==> src/hdl/additive_bilinear_splat_macros.svh <==
// Assertion macros for the additive bilinear splat block.
// Included by abs_ctrl, the module that carries concurrent checks; no other dependency.
`ifndef ADDITIVE_BILINEAR_SPLAT_MACROS_SVH
`define ADDITIVE_BILINEAR_SPLAT_MACROS_SVH

`ifndef SYNTHESIS
// Assertion on an explicit clock and active-low reset
`define ABS_ASSERT_AT(lbl, clk, rstn, prop, msg) \
  lbl: assert property (@(posedge clk) disable iff (!rstn) prop) else $error(msg);
// Assertion on the usual clk_i / rst_ni pair
`define ABS_ASSERT_CR(lbl, prop, msg) \
  `ABS_ASSERT_AT(lbl, clk_i, rst_ni, prop, msg)
`else
`define ABS_ASSERT_AT(lbl, clk, rstn, prop, msg)
`define ABS_ASSERT_CR(lbl, prop, msg)
`endif

`endif

==> src/hdl/abs_pkg.sv <==
// Shared types and constants of the additive bilinear splat block.
// Used by abs_datapath, abs_ctrl and additive_bilinear_splat; no dependencies.
package abs_pkg;

  // Field widths
  localparam int unsigned POS_W      = 20;
  localparam int unsigned COL_W      = 8;
  localparam int unsigned AMT_W      = 12;
  localparam int unsigned AMT_FRAC   = 8;
  localparam int unsigned TOUCH_W    = 3;
  localparam int unsigned OP_W       = 2;
  localparam int unsigned PIX_W      = 3 * COL_W;

  // Configuration port
  localparam int unsigned DIM_W      = 10;
  localparam int unsigned CFG_IDX_W  = 1;
  localparam logic [DIM_W-1:0] FRAME_WIDTH_RST  = 10'd320;
  localparam logic [DIM_W-1:0] FRAME_HEIGHT_RST = 10'd240;

  // Stream payload widths (packed, rounded up to whole bytes)
  localparam int unsigned IN_TDATA_W  = 80;
  localparam int unsigned OUT_TDATA_W = 32;

  typedef enum logic [CFG_IDX_W-1:0] {
    CFG_FRAME_WIDTH  = 1'b0,
    CFG_FRAME_HEIGHT = 1'b1
  } cfg_idx_e;

  typedef enum logic [OP_W-1:0] {
    OP_SPLAT = 2'd0,
    OP_WRITE = 2'd1,
    OP_READ  = 2'd2
  } op_e;

  // Controller to datapath
  typedef struct packed {
    logic       load;       // latch the accepted item
    logic       decode;     // register integer parts, fractions, bounds
    logic       addr;       // register the base pixel address
    logic       issue;      // start one splat pixel down the pipeline
    logic [1:0] k;          // which of the four pixels
    logic       pix_write;  // single-pixel write
    logic       pix_read;   // single-pixel read
    logic       out_load;   // move the result into the output register
  } abs_cmd_t;

  // Datapath to controller
  typedef struct packed {
    logic [OP_W-1:0] op;
    logic            splat_ok;
    logic            pix_ok;
  } abs_status_t;

endpackage

==> src/hdl/abs_ctrl.sv <==
// Controller of the additive bilinear splat block: sequences each item
// through the datapath. Depends on abs_pkg and the assertion macro header.
`include "additive_bilinear_splat_macros.svh"

module abs_ctrl (
  input  logic                 clk_i,
  input  logic                 rst_ni,
  input  logic                 s_tvalid_i,
  output logic                 s_tready_o,
  output logic                 m_tvalid_o,
  input  logic                 m_tready_i,
  input  abs_pkg::abs_status_t status_i,
  output abs_pkg::abs_cmd_t    cmd_o
);
  import abs_pkg::*;

  typedef enum logic [6:0] {
    S_IDLE   = 7'b0000001,
    S_DECODE = 7'b0000010,
    S_ADDR   = 7'b0000100,
    S_SPLAT  = 7'b0001000,
    S_WRITE  = 7'b0010000,
    S_READ   = 7'b0100000,
    S_DONE   = 7'b1000000
  } state_e;

  // four issues, then the weight pipeline drains
  localparam logic [2:0] SPLAT_LAST = 3'd6;

  state_e     state_q, state_d;
  logic [2:0] cnt_q, cnt_d;
  logic       out_valid_q, out_valid_d;
  logic       accept, slot_free;

  assign s_tready_o = (state_q == S_IDLE);
  assign accept     = s_tvalid_i && s_tready_o;
  assign slot_free  = !out_valid_q || m_tready_i;
  assign m_tvalid_o = out_valid_q;

  // Next state and commands
  always_comb begin
    state_d = state_q;
    cnt_d   = cnt_q;
    cmd_o   = '0;
    cmd_o.load = accept;
    unique case (state_q)
      S_IDLE: begin
        if (accept) state_d = S_DECODE;
      end
      S_DECODE: begin
        cmd_o.decode = 1'b1;
        state_d      = S_ADDR;
      end
      S_ADDR: begin
        cmd_o.addr = 1'b1;
        cnt_d      = '0;
        case (status_i.op)
          OP_SPLAT: state_d = status_i.splat_ok ? S_SPLAT : S_DONE;
          OP_WRITE: state_d = status_i.pix_ok ? S_WRITE : S_DONE;
          OP_READ:  state_d = status_i.pix_ok ? S_READ : S_DONE;
          default:  state_d = S_DONE;
        endcase
      end
      S_SPLAT: begin
        cmd_o.issue = !cnt_q[2];
        cmd_o.k     = cnt_q[1:0];
        cnt_d       = cnt_q + 1'b1;
        if (cnt_q == SPLAT_LAST) state_d = S_DONE;
      end
      S_WRITE: begin
        cmd_o.pix_write = 1'b1;
        state_d         = S_DONE;
      end
      S_READ: begin
        cmd_o.pix_read = 1'b1;
        state_d        = S_DONE;
      end
      S_DONE: begin
        if (slot_free) begin
          cmd_o.out_load = 1'b1;
          state_d        = S_IDLE;
        end
      end
      default: state_d = S_IDLE;
    endcase
  end

  // Output valid: set on load, cleared when taken
  always_comb begin
    if (cmd_o.out_load) begin
      out_valid_d = 1'b1;
    end else if (m_tready_i) begin
      out_valid_d = 1'b0;
    end else begin
      out_valid_d = out_valid_q;
    end
  end

  always_ff @(posedge clk_i or negedge rst_ni) begin
    if (!rst_ni) begin
      state_q     <= S_IDLE;
      cnt_q       <= '0;
      out_valid_q <= 1'b0;
    end else begin
      state_q     <= state_d;
      cnt_q       <= cnt_d;
      out_valid_q <= out_valid_d;
    end
  end

  `ABS_ASSERT_CR(a_state_onehot, $onehot(state_q), "state register not one-hot")
  `ABS_ASSERT_CR(a_accept_decode, accept |=> (state_q == S_DECODE), "accepted item not decoded")
  `ABS_ASSERT_CR(a_load_free, cmd_o.out_load |-> slot_free, "result overwrites a waiting item")
  `ABS_ASSERT_CR(a_splat_end, ((state_q == S_SPLAT) && (cnt_q == SPLAT_LAST)) |=> (state_q == S_DONE), "splat did not finish")

endmodule

==> config.mk <==
export PLATFORM = sky130hd
export DESIGN_NAME = abs_ctrl
export DESIGN_NICKNAME = d
export VERILOG_FILES = /design/src/hdl/abs_pkg.sv /design/src/hdl/abs_ctrl.sv
export VERILOG_INCLUDE_DIRS = /design/src /design/src/hdl
export SDC_FILE = /design/constraint.sdc
export NUM_CORES = 1
export LEC_CHECK = 0
export BUFFER_PORTS_ARGS = -buffer_cell sky130_fd_sc_hd__buf_4
export CAP_MARGIN = 10
export CORE_MARGIN = 3
export CORE_UTILIZATION = 45
export DETAILED_ROUTE_END_ITERATION = 10
export PLACE_DENSITY = 0.7
export SYNTH_ARGS = -nofsm -noshare
export SYNTH_HDL_FRONTEND = slang
export SYNTH_SLANG_ARGS = --single-unit
==> constraint.sdc <==
create_clock -name clk_i -period 1.5 [get_ports clk_i]
set_input_delay 0.075 -clock clk_i [delete_from_list [all_inputs] [get_ports clk_i]]
set_output_delay 0.075 -clock clk_i [all_outputs]
set_load 0.02 [all_outputs]
==> reports/metrics.yaml <==
place:
  dpl.hpwl_um: 1370
  placed_area_um2: 947
  io_buffer_count: 18
  dp_slack_ps: -152
  place_congestion: 0.815
global_route:
  grt_pass1_vias: 739
  grt_max_degree: 12
  grt.total_usage_pct: 22.1
  antenna_found_initial: 0
  grt-ovfl-total: 0
  grt_pass1_wl_um: 3320
worst_setup_path:
  crit_type: "reg2reg"
  startpoint_type: "register"
  end_kind: "register"
  required_ps: 1680
  cp.arrival_ps: 1950
  path_max_fanout: 2
timing:
  fin_setup_tns_ps: -2200
  min_period_ps: 1770
  max_slew_margin_pct: 72.3
  hold_viol: 0
  skew_ps: 10.6
  grt_setup_unrepaired: "yes"
  finalSetupViolCount: 17
  maxSlewViolCount: 0
  postLayoutSetupSlackWorst_ps: -272
  fmax_ghz: 0.564
  fin_crit_sh_pct: 118
  worst_slew_pin_slew_ps: 409
synth:
  ys_async_sr_fraction_pct: 100
  yosysTopAreaCell: "dfrtp_1"
  synth_common_cells: "10 x dfrtp_1, 8 x nor2_1, 5 x inv_1, 5 x o21ai_0"
  synth_top_area_share_pct: 34.4
  avgSynthCellArea_um2: 9.58
  synth_edf_count: 0
  yosys_register_bits: 11
  syn-num-nets: 86
  synth_area_leaders: "dfrtp_1 34%, nor2_1 4.1%, nor3b_1 4.1%, dfstp_2 3.6%, ha_1 3.4%"
  syn-cell-area_um2: 728
  ys_warn_count: 0
  synthFlopType: "dfrtp_1"
  ys_types: 34
  syn-instance-count: 76
  synth-seq-area-share_pct: 38.0
  yosysMostFrequentCell: "dfrtp_1"
cells_and_area:
  synthToLayoutAreaGrowth_pct: 63.7
  final_layout_size_suffix_gt1_share_pct: 55.3
  design_area_mm2: 0.00119
  nNetsFinal: 125
  num_antenna_cells: 0
detailed_routing:
  drc: 0
  vias: 754
  routed_wl_um: 2320
  viasPerCell: 5.84
  dr.first_iter.drc_count: 22
  ant_nets: 0
  drt_first_pass_iters: 4
  wl_per_cell_um: 18.0
min_path:
  holdCritPathClass: "in2reg"
status:
  status: "finished, violations left"
  violations: "negative setup slack"
clocking:
  htreeDepth: 1
  cts.clk_slew.worst_paths_ps: 80
  cts_tree: "done"
  cts_sinks: 11
  clockRootBuffer: "clkbuf_4"
  clock_path_buffers: 2
  insertion_delay_ps: 270
  cts_buffers: 3
die:
  initial_core_util_pct: 52.1
  io_pins: 19
  die_area_mm2: 0.00214
  die_width_um: 46.2
  row_count: 13
  die_y_um: 46.2
  fp.coreArea_mm2: 0.00140
run:
  maxCapViolations: 0
power_and_ir_drop:
  ir_drop_mv: 0.680
  power.density_mw_per_mm2: 1120
  p_leak_nw: 0.577
power breakdown:
group	internal (mW)	switching, mW
Combinational	0.366	0.365
Clock	0.103	0.101
Sequential	0.342	0.0541
Total	0.811	0.520
cells in the final DEF (no fill, tap or decap), types with 2 or more instances in the layout:
master,synthesis,routed
o21ai_1,0,3
nor2_1,8,3
nand2_4,0,2
clkbuf_4,0,3
and4b_1,2,2
inv_1,5,4
o21ai_0,5,2
nor3b_2,0,2
nand2_1,4,2
nand3b_1,2,2
nor4_4,1,3
buf_6,1,11
nor2_4,0,4
dfrtp_1,10,10
ha_1,2,2
buf_4,3,28
xor2_1,2,2
nor3b_1,4,2
a21oi_1,2,2
and2_1,2,2
area by class of cell:
type,instances,area (µm²)
clock buffers,4,26.3
fillers,80,206
inverters,5,18.8
multi-input cells,54,508
flip-flops and latches,11,277
well taps,15,18.8
repair buffers,40,344
worst paths after layout:
path                            startpoint          to  slack [ps]  depth (start not counted)
worst min register to register    cnt_q[0]    cnt_q[0]         520                          1
worst min-delay path            s_tvalid_i  state_q[1]          50                          2
worst max-delay path            state_q[5]  state_q[6]        -270                          5
worst max register to register  state_q[5]  state_q[6]        -270                          5
max in group asynchronous           rst_ni  state_q[0]        1080                          2
min in group asynchronous           rst_ni    cnt_q[2]         200                          2
flip-flops by register name (all words and copies together), names as in the netlist:
signal      cells
state_q         7
cnt_q           3
m_tvalid_o      1
per-stage QoR:
step	hold WS (ps)	power, mW	std cells	utilization, %
after global placement	-80.1	0.873	115	67.7
after CTS	36.0	1.20	126	80.5
after floorplan	-221	0.676	76	-
after detailed placement	-77.4	0.883	115	67.7
after global routing	50.8	1.39	129	85.2
final	52.5	1.33	129	85.2
timing repair:
item	CTS	global route
endpoints found under the setup margin	17	17
gates resized for setup	21	10
pin swaps	12	4
endpoints found under the hold margin	11	0
hold buffers	1	0
buffers inserted	6	3
layer usage:
layer  share of wire [%]  GRT usage [%]  vias up
met1                  42           27.5      373
li1                    -              -      351
met4                 3.8           10.8        0
met3                 3.4           2.34        8
met5                   0              0        -
met2                  51           37.4       22
cells by family after synthesis:
group,share of synthesized area (%)
simple gates,33.5
fa+ha+maj,3.44
compound gates,12.7
mux,1.37
xor+xnor,2.41
flops,38.0
buf+inv,8.59
critical path: stages (launching register included):
cell,delay [ps]
dfrtp_1,400
or4b_4,570
buf_4,160
a211oi_2,190
o21ai_1,130
a221oi_2,240
Power figures use the tool's default switching activity.
